### config.mk
export PLATFORM = sky130hd
export DESIGN_NAME = asterix_cat010_record_splitter_top
export DESIGN_NICKNAME = d
export VERILOG_FILES = /design/src/rtl/core/ac10rs_pkg.sv /design/src/rtl/core/asterix_cat010_record_splitter_top.sv
export SDC_FILE = /design/constraint.sdc
export NUM_CORES = 1
export LEC_CHECK = 0
export BUFFER_PORTS_ARGS = -buffer_cell sky130_fd_sc_hd__buf_4
export CORE_ASPECT_RATIO = 1.75
export CORE_UTILIZATION = 45
export CTS_CLUSTER_DIAMETER = 60
export CTS_CLUSTER_SIZE = 24
export DETAILED_ROUTE_END_ITERATION = 8
export SYNTH_ARGS = -nofsm -noshare
export SYNTH_HDL_FRONTEND = slang
export SYNTH_SLANG_ARGS = --single-unit
### constraint.sdc
create_clock -name clk_i -period 4.2 [get_ports clk_i]
set_clock_uncertainty 0.1 [all_clocks]
set_input_delay 0.42 -clock clk_i [delete_from_list [all_inputs] [get_ports clk_i]]
set_output_delay 0.42 -clock clk_i [all_outputs]
set_load 0.02 [all_outputs]
### src/rtl/core/ac10rs_pkg.sv
// types, codes and the per-item length table of the record splitter
package ac10rs_pkg;

  localparam int unsigned FSPEC_W    = 32;
  localparam int unsigned REF_W      = 5;
  localparam int unsigned OFFSET_W   = 11;
  localparam int unsigned LAST_FRN   = 25;
  localparam int unsigned FRN_PER_OCT = 7;
  localparam logic [OFFSET_W-1:0] OFFSET_TOP = 11'd2040;

  typedef enum logic [2:0] {
    ROLE_CAT     = 3'd0,
    ROLE_LEN_HI  = 3'd1,
    ROLE_LEN_LO  = 3'd2,
    ROLE_FSPEC   = 3'd3,
    ROLE_ITEM    = 3'd4,
    ROLE_REP_CNT = 3'd5,
    ROLE_TRAIL   = 3'd6
  } role_e;

  typedef enum logic [1:0] {
    KIND_FIXED = 2'd0,
    KIND_EXT   = 2'd1,
    KIND_REP8  = 2'd2,
    KIND_REP2  = 2'd3
  } kind_e;

  typedef struct packed {
    kind_e      kind;
    logic [3:0] len;
  } frn_info_t;

  typedef struct packed {
    logic [7:0]          byte_out;
    role_e               byte_role;
    logic [REF_W-1:0]    item_ref;
    logic [OFFSET_W-1:0] item_offset;
    logic                item_last;
    logic                record_done;
  } result_t;

  // item length by field reference number; variable items carry a kind instead
  function automatic frn_info_t frn_info(input logic [REF_W-1:0] frn);
    frn_info_t r;
    r.kind = KIND_FIXED;
    r.len  = 4'd1;
    unique case (frn)
      5'd1:    r.len = 4'd2;
      5'd2:    r.len = 4'd1;
      5'd3:    r.kind = KIND_EXT;
      5'd4:    r.len = 4'd3;
      5'd5:    r.len = 4'd8;
      5'd6:    r.len = 4'd4;
      5'd7:    r.len = 4'd4;
      5'd8:    r.len = 4'd4;
      5'd9:    r.len = 4'd4;
      5'd10:   r.len = 4'd2;
      5'd11:   r.kind = KIND_EXT;
      5'd12:   r.len = 4'd2;
      5'd13:   r.len = 4'd3;
      5'd14:   r.len = 4'd7;
      5'd15:   r.kind = KIND_REP8;
      5'd16:   r.len = 4'd1;
      5'd17:   r.len = 4'd2;
      5'd18:   r.len = 4'd2;
      5'd19:   r.kind = KIND_EXT;
      5'd20:   r.len = 4'd1;
      5'd21:   r.len = 4'd1;
      5'd22:   r.len = 4'd4;
      5'd23:   r.kind = KIND_REP2;
      5'd24:   r.len = 4'd1;
      5'd25:   r.len = 4'd2;
      default: r.len = 4'd1;
    endcase
    return r;
  endfunction

endpackage

### src/rtl/core/asterix_cat010_record_splitter_top.sv
// record splitter top level: per-byte parse state and registered output with skid stage
//
// Takes one record byte per transaction on the s_axis side; tuser high marks
// the category byte and restarts the record. Each byte comes out once on the
// m_axis side, passed through with its role (tuser), item reference, offset
// within the item and an item-last mark (tdata), and tlast on the final byte
// of the parsed items, or of the FSPEC when it names none. Bytes after the last item are tagged trailing until the
// next record start.
// The output is registered. One byte per cycle is sustained while the receiver
// takes the output: the parse state and the next-item search over the FSPEC bits
// are updated in the cycle a byte is accepted, and the result lands in the output
// register. When the receiver stalls, one more byte is taken into a skid register,
// then s_axis_tready drops until the stalled transaction is taken and the skid
// byte has moved into the output register.
// Reset clears both output valids and puts the parser in the state expecting
// a category byte with an empty FSPEC.
module asterix_cat010_record_splitter_top #(
  parameter int unsigned MAX_FSPEC_OCTETS = 4,
  parameter int unsigned MAX_EXT_OCTETS   = 3
) (
  input  logic        clk_i,
  input  logic        rst_ni,
  input  logic        s_axis_tvalid,
  output logic        s_axis_tready,
  input  logic [7:0]  s_axis_tdata,   // [7:0] data_byte
  input  logic        s_axis_tuser,   // [0] record_start
  output logic        m_axis_tvalid,
  input  logic        m_axis_tready,
  output logic [31:0] m_axis_tdata,   // [7:0] byte_out, [12:8] item_ref,
                                      // [23:13] item_offset, [24] item_last
  output logic [2:0]  m_axis_tuser,   // [2:0] byte_role
  output logic        m_axis_tlast    // record_done
);

  localparam int unsigned SEEN_W = $clog2(MAX_FSPEC_OCTETS + 1);
  localparam int unsigned OW     = ac10rs_pkg::OFFSET_W;
  localparam int unsigned RW     = ac10rs_pkg::REF_W;
  localparam int unsigned FW     = ac10rs_pkg::FSPEC_W;
  localparam int unsigned NFRN   = ac10rs_pkg::LAST_FRN;

  typedef enum logic [2:0] {
    PH_CAT, PH_LEN_HI, PH_LEN_LO, PH_FSPEC, PH_FIXED, PH_REP_CNT, PH_EXT, PH_TRAIL
  } phase_e;

  phase_e              phase_q, phase_d, phase_cur;
  logic [FW-1:0]       fspec_q, fspec_d;
  logic [SEEN_W-1:0]   seen_q, seen_d, seen_inc;
  logic [RW-1:0]       ref_q, ref_d, base_ref;
  logic [OW-1:0]       left_q, left_d;
  logic [OW-1:0]       pos_q, pos_d;
  logic                rep_long_q, rep_long_d;

  logic                accept;
  logic                out_load;
  logic [7:0]          data_byte;
  logic [4:0]          fspec_sh;
  logic                go_next;
  logic [NFRN:1]       present;
  logic [NFRN:1]       cand;
  logic                next_found;
  logic [RW-1:0]       next_ref;
  ac10rs_pkg::frn_info_t next_info;
  ac10rs_pkg::result_t res;

  logic                out_valid_q, skid_valid_q;
  ac10rs_pkg::result_t out_q, skid_q;

  assign data_byte     = s_axis_tdata;
  assign s_axis_tready = !skid_valid_q;
  assign accept        = s_axis_tvalid && s_axis_tready;
  assign out_load      = !out_valid_q || m_axis_tready;

  assign phase_cur = s_axis_tuser ? PH_CAT : phase_q;
  assign seen_inc  = seen_q + SEEN_W'(1);
  assign fspec_sh  = 5'd24 - {2'(seen_q), 3'b000};
  assign fspec_d   = (phase_cur == PH_FSPEC) ? (fspec_q | (FW'(data_byte) << fspec_sh))
                   : (phase_cur == PH_LEN_LO) ? '0 : fspec_q;
  assign base_ref  = (phase_cur == PH_FSPEC) ? '0 : ref_q;

  // fspec octet o holds items 7o+1..7o+7 from its top bit down; bit 0 is FX
  always_comb begin
    present = '0;
    for (int o = 0; o < 4; o++) begin
      for (int p = 0; p < 7; p++) begin
        if (o * 7 + p + 1 <= NFRN) begin
          present[o * 7 + p + 1] = fspec_d[FW - 1 - 8 * o - p];
        end
      end
    end
  end

  // lowest present item above the current one
  always_comb begin
    next_found = 1'b0;
    next_ref   = '0;
    for (int f = 1; f <= NFRN; f++) begin
      cand[f] = present[f] && (RW'(f) > base_ref);
    end
    for (int f = NFRN; f >= 1; f--) begin
      if (cand[f]) begin
        next_found = 1'b1;
        next_ref   = RW'(f);
      end
    end
  end

  assign next_info = ac10rs_pkg::frn_info(next_ref);

  always_comb begin
    phase_d    = phase_cur;
    seen_d     = seen_q;
    ref_d      = ref_q;
    left_d     = left_q;
    pos_d      = pos_q;
    rep_long_d = rep_long_q;
    go_next    = 1'b0;

    res.byte_out    = data_byte;
    res.byte_role   = ac10rs_pkg::ROLE_TRAIL;
    res.item_ref    = '0;
    res.item_offset = '0;
    res.item_last   = 1'b0;
    res.record_done = 1'b0;

    unique case (phase_cur)
      PH_CAT: begin
        res.byte_role = ac10rs_pkg::ROLE_CAT;
        phase_d       = PH_LEN_HI;
      end
      PH_LEN_HI: begin
        res.byte_role = ac10rs_pkg::ROLE_LEN_HI;
        phase_d       = PH_LEN_LO;
      end
      PH_LEN_LO: begin
        res.byte_role = ac10rs_pkg::ROLE_LEN_LO;
        seen_d        = '0;
        ref_d         = '0;
        phase_d       = PH_FSPEC;
      end
      PH_FSPEC: begin
        res.byte_role   = ac10rs_pkg::ROLE_FSPEC;
        res.item_offset = OW'(seen_q);
        seen_d          = seen_inc;
        if (!data_byte[0] || (seen_inc >= SEEN_W'(MAX_FSPEC_OCTETS))) begin
          res.item_last = 1'b1;
          go_next       = 1'b1;
        end
      end
      PH_FIXED: begin
        res.byte_role   = ac10rs_pkg::ROLE_ITEM;
        res.item_ref    = ref_q;
        res.item_offset = pos_q;
        if (left_q <= OW'(1)) begin
          res.item_last = 1'b1;
          go_next       = 1'b1;
        end else begin
          left_d = left_q - OW'(1);
          if (pos_q < ac10rs_pkg::OFFSET_TOP) begin
            pos_d = pos_q + OW'(1);
          end
        end
      end
      PH_REP_CNT: begin
        res.byte_role = ac10rs_pkg::ROLE_REP_CNT;
        res.item_ref  = ref_q;
        if (data_byte == 8'd0) begin
          res.item_last = 1'b1;
          go_next       = 1'b1;
        end else begin
          left_d  = rep_long_q ? OW'({data_byte, 3'b000}) : OW'({data_byte, 1'b0});
          pos_d   = OW'(1);
          phase_d = PH_FIXED;
        end
      end
      PH_EXT: begin
        res.byte_role   = ac10rs_pkg::ROLE_ITEM;
        res.item_ref    = ref_q;
        res.item_offset = pos_q;
        if (data_byte[0] && ((pos_q + OW'(1)) < OW'(MAX_EXT_OCTETS))) begin
          pos_d = pos_q + OW'(1);
        end else begin
          res.item_last = 1'b1;
          go_next       = 1'b1;
        end
      end
      PH_TRAIL: begin
        res.byte_role = ac10rs_pkg::ROLE_TRAIL;
      end
      default: begin
        res.byte_role = ac10rs_pkg::ROLE_TRAIL;
      end
    endcase

    if (go_next) begin
      if (next_found) begin
        ref_d = next_ref;
        pos_d = '0;
        unique case (next_info.kind)
          ac10rs_pkg::KIND_EXT:  phase_d = PH_EXT;
          ac10rs_pkg::KIND_REP8: begin
            rep_long_d = 1'b1;
            phase_d    = PH_REP_CNT;
          end
          ac10rs_pkg::KIND_REP2: begin
            rep_long_d = 1'b0;
            phase_d    = PH_REP_CNT;
          end
          ac10rs_pkg::KIND_FIXED: begin
            left_d  = OW'(next_info.len);
            phase_d = PH_FIXED;
          end
          default: phase_d = PH_FIXED;
        endcase
      end else begin
        res.record_done = 1'b1;
        ref_d           = '0;
        phase_d         = PH_TRAIL;
      end
    end
  end

  always_ff @(posedge clk_i or negedge rst_ni) begin
    if (!rst_ni) begin
      phase_q    <= PH_CAT;
      fspec_q    <= '0;
      seen_q     <= '0;
      ref_q      <= '0;
      left_q     <= '0;
      pos_q      <= '0;
      rep_long_q <= 1'b1;
    end else if (accept) begin
      phase_q    <= phase_d;
      fspec_q    <= fspec_d;
      seen_q     <= seen_d;
      ref_q      <= ref_d;
      left_q     <= left_d;
      pos_q      <= pos_d;
      rep_long_q <= rep_long_d;
    end
  end

  always_ff @(posedge clk_i or negedge rst_ni) begin
    if (!rst_ni) begin
      out_valid_q  <= 1'b0;
      skid_valid_q <= 1'b0;
    end else if (out_load) begin
      out_valid_q  <= skid_valid_q || accept;
      skid_valid_q <= 1'b0;
    end else if (accept) begin
      skid_valid_q <= 1'b1;
    end
  end

  always_ff @(posedge clk_i) begin
    if (out_load) begin
      out_q <= skid_valid_q ? skid_q : res;
    end else if (accept) begin
      skid_q <= res;
    end
  end

  assign m_axis_tvalid = out_valid_q;
  assign m_axis_tdata  = {7'd0, out_q.item_last, out_q.item_offset, out_q.item_ref,
                          out_q.byte_out};
  assign m_axis_tuser  = out_q.byte_role;
  assign m_axis_tlast  = out_q.record_done;

endmodule

==> summary.txt <==
Most used DFF post-synth: dfrtp_1
TritonRoute pass-1 iters: 5
Worst setup SP type: register
NetSw: 2.611 mW
Final TNS setup: 0 ns
Total Power: 6.017 mW
Post-synth EDFFs: 58
vias in the first global route: 6348
RSZ-0062 raised after global routing: false
Port-buffer cells: 43
Max Cap Violations: 0
synth warn: 0
post-route clock period utilization: 95.14%
TritonCTS clock tree: built
number of fill cells: 1373
switch share: 43.39%
TritonCTS Buffers: 17
Ports: 51
final setup vio count: 0
H-tree depth: 4
Final #Nets: 773
diode count: 0
Final Hold Slack: -0.01670 ns
initial antenna violation count: 0
Min-Delay Path Class: primary input to asynchronous set/reset pin
crit end category: register
Synth Instances: 706
Worst-path clk slew: 0.07 ns
area grow syn2layout: 16.47%
post-synth top area share: 24.55%
drt wl/cell: 22.53 µm
FF-to-FF Start: phase_q[0]$_DFFE_PN0P_
R2R Setup Slk: 0.20 ns
Synth area leader: edfxtp_1
RePlAce Congestion: 0.9277
root buffer cell: clkbuf_16
vias post-DR: 6156
crit path DAT: 4.23 ns
number of hold buffers added after cts: 0
Critical R2R Capture: left_q[2]$_DFFE_PN0P_
status: complete, but fails checks
end point of the critical path: left_q[2]$_DFFE_PN0P_
DRC: 0
R2R depth: 13
fmax: 250.2 MHz
Int Pwr: 3.406 mW
Slowest-stage cell, CP: nor2b_1
row count: 60
WS Path Type: register to register
Buf/Inv on CP: 3
Die Wd: 96.92 µm
CTS max path bufs: 2
cell area after synthesis: 0.007096 mm²
first-pass GRT wire length: 34350 µm
CP max stage delay: 0.59 ns
Leak: 3.377 nW
Pwr per Cell Area: 728.0 mW/mm²
core area: 0.01539 mm²
top post-synthesis cells by count: 60 x dfrtp_1, 58 x edfxtp_1, 51 x nand2_1
Final min period: 3.996 ns
Worst path most repeated cell: buf_4
violations in the final reports: negative hold slack
Crit. path cell count: 13
VDD IR-drop max: 0.4558 mV
Crit Path Max Fanout: 10
Synth area leaders: edfxtp_1 25%, dfrtp_1 21%, mux2_2 5.1%
First DRT Iteration DRCs: 434
final core utilization: 53.70%
All-Layer GR Usage: 27.23%
worst endpoint required time: 4.43 ns
Final Hold Fails: 6
Register Area: 0.003269 mm²
syn_area_per_cell: 10.05 µm²
Multi-input gate area: 0.003546 mm²
final wirelength: 21520 µm
largest net degree at the start of global routing: 62
Pins Over Slew Limit: 0
grt ovf: 0
delay-heaviest family, CP: compound AO/OA/AOI/OAI gates
CTS Sinks: 119
Flop pwr share: 28.5%
Slew @ Worst Pin: 0.8660 ns
logic gate share of total power: 47.8%
sequential area share after synthesis: 46.08%
Rel. slew slack: 42.05%
clk_lat worst skew: 0.42 ns
share of layout cells above drive strength 1: 22.37%
Die ar.: 0.01629 mm²
count leader, synth: dfrtp_1
async set or reset register ratio after synthesis: 51.26%
post-cts sizing count: 0
worst setup path startpoint: phase_q[0]$_DFFE_PN0P_
height of the chip: 168.1 µm
final worst setup slack: 0.2040 ns
post-CTS setup buffer count: 0
Netlist cell types: 86
Starting Density: 46.11%
#FFs+latches synth: 119
Critical Path, Cell by Cell: nor2b_1 > buf_4 > a31oi_1 > a2111o_1 > o211ai_1 > nor4_1 > buf_4 > a21oi_1 > nor4_2 > buf_4 > nor2_4 > mux2_2 > o21ai_1
Antenna Violating Nets Remaining: 0
detailed-placement wirelength estimate: 15560 µm
Via density: 6.446
dpl ws: 0.2682 ns
Clock power frac: 23.7%
-- routing by layer --
| layer | wire (µm) | global-route usage [%] | up-vias |
|---|---|---|---|
| li1 | - | - | 2811 |
| met1 | 8105 | 29.89 | 3006 |
| met2 | 11360 | 49.11 | 258 |
| met3 | 936 | 3.985 | 81 |
| met4 | 1119 | 16.55 | 0 |
| met5 | 0 | 0 | - |
-- layout make-up --
class / count / share of cell area [%]
clock inverter: 15 / 1.847
timing repair buffer: 78 / 7.086
tap: 186 / 2.816
sequential: 119 / 39.56
multi-input combinational: 526 / 42.91
inverter: 14 / 0.6359
clock buffer: 17 / 5.148
-- cells in the final DEF (no fill, tap or decap), types with 5 or more instances in the layout --
master	n
and3_1	15
nor4_1	6
a22oi_1	5
nand2_1	51
clkbuf_16	17
nor2_1	49
a22o_1	28
nor2b_1	7
nand3_1	17
conb_1	7
a32oi_1	8
a32o_1	12
dfrtp_1	60
mux2i_1	7
o31ai_1	10
inv_1	14
buf_4	78
a21oi_1	32
o211ai_1	7
nand2b_1	11
mux2_2	32
a31oi_1	19
o22ai_1	7
o21ai_0	42
nor3_1	22
inv_6	6
or3_1	5
edfxtp_1	58
and2_1	23
-- how the worst min path moves through the flow --
stage / start / end
global route: rst_ni / fspec_q[20]$_DFFE_PN0P_
detailed placement: fspec_q[23]$_DFFE_PN0P_ / fspec_q[23]$_DFFE_PN0P_
CTS: rst_ni / fspec_q[17]$_DFFE_PN0P_
finish: rst_ni / fspec_q[19]$_DFFE_PN0P_
floorplan: rst_ni / fspec_q[10]$_DFFE_PN0P_
global placement: fspec_q[25]$_DFFE_PN0P_ / fspec_q[25]$_DFFE_PN0P_
-- logic make-up after synthesis --
logic type	count (synthesis)	share of synthesized area, %
AND/OR/NAND/NOR	239	18.16
AO/OA/AOI/OAI	232	23.98
flip-flops	119	46.08
buffers and inverters	67	4.338
multiplexers	39	6.066
XOR/XNOR	5	0.6173
adder cells (fa/ha/maj)	4	0.7054
other	1	0.05285
-- sequential cells by signal, summed over array words and instances (netlist names) --
| register | count |
|---|---|
| ref_q | 5 |
| m_axis_tuser | 3 |
| skid_q | 29 |
| left_q | 11 |
| phase_q | 3 |
| skid_valid_q | 1 |
| m_axis_tlast | 1 |
| fspec_q | 25 |
| m_axis_tvalid | 1 |
| pos_q | 11 |
| seen_q | 3 |
| m_axis_tdata | 25 |
| rep_long_q | 1 |
-- worst reg2reg max path: cells and delay by family, from the launching register on --
kind	cells	cell delay, ns
AO/OA/AOI/OAI	5	1.29
AND/OR/NAND/NOR	4	1.04
buffers and inverters	3	0.60
flip-flops	1	0.51
multiplexers	1	0.37
-- through the flow --
stage / instance area [µm²] / instances
floorplan: 7118 / 712
global placement: 7686 / 923
detailed placement: 7686 / 923
CTS: 8264 / 955
global route: 8264 / 955
finish: 8264 / 955
-- power by group through the flow --
stage	combinational [mW]	clock [mW]	sequential, mW
3_5_place_dp	2.83	0	1.73
6_report	2.88	1.43	1.71
3_3_place_gp	2.80	0	1.72
2_1_floorplan	2.04	0	1.65
5_1_grt	3.10	1.49	1.74
4_1_cts	2.85	1.44	1.71
Power figures use the tool's default switching activity.
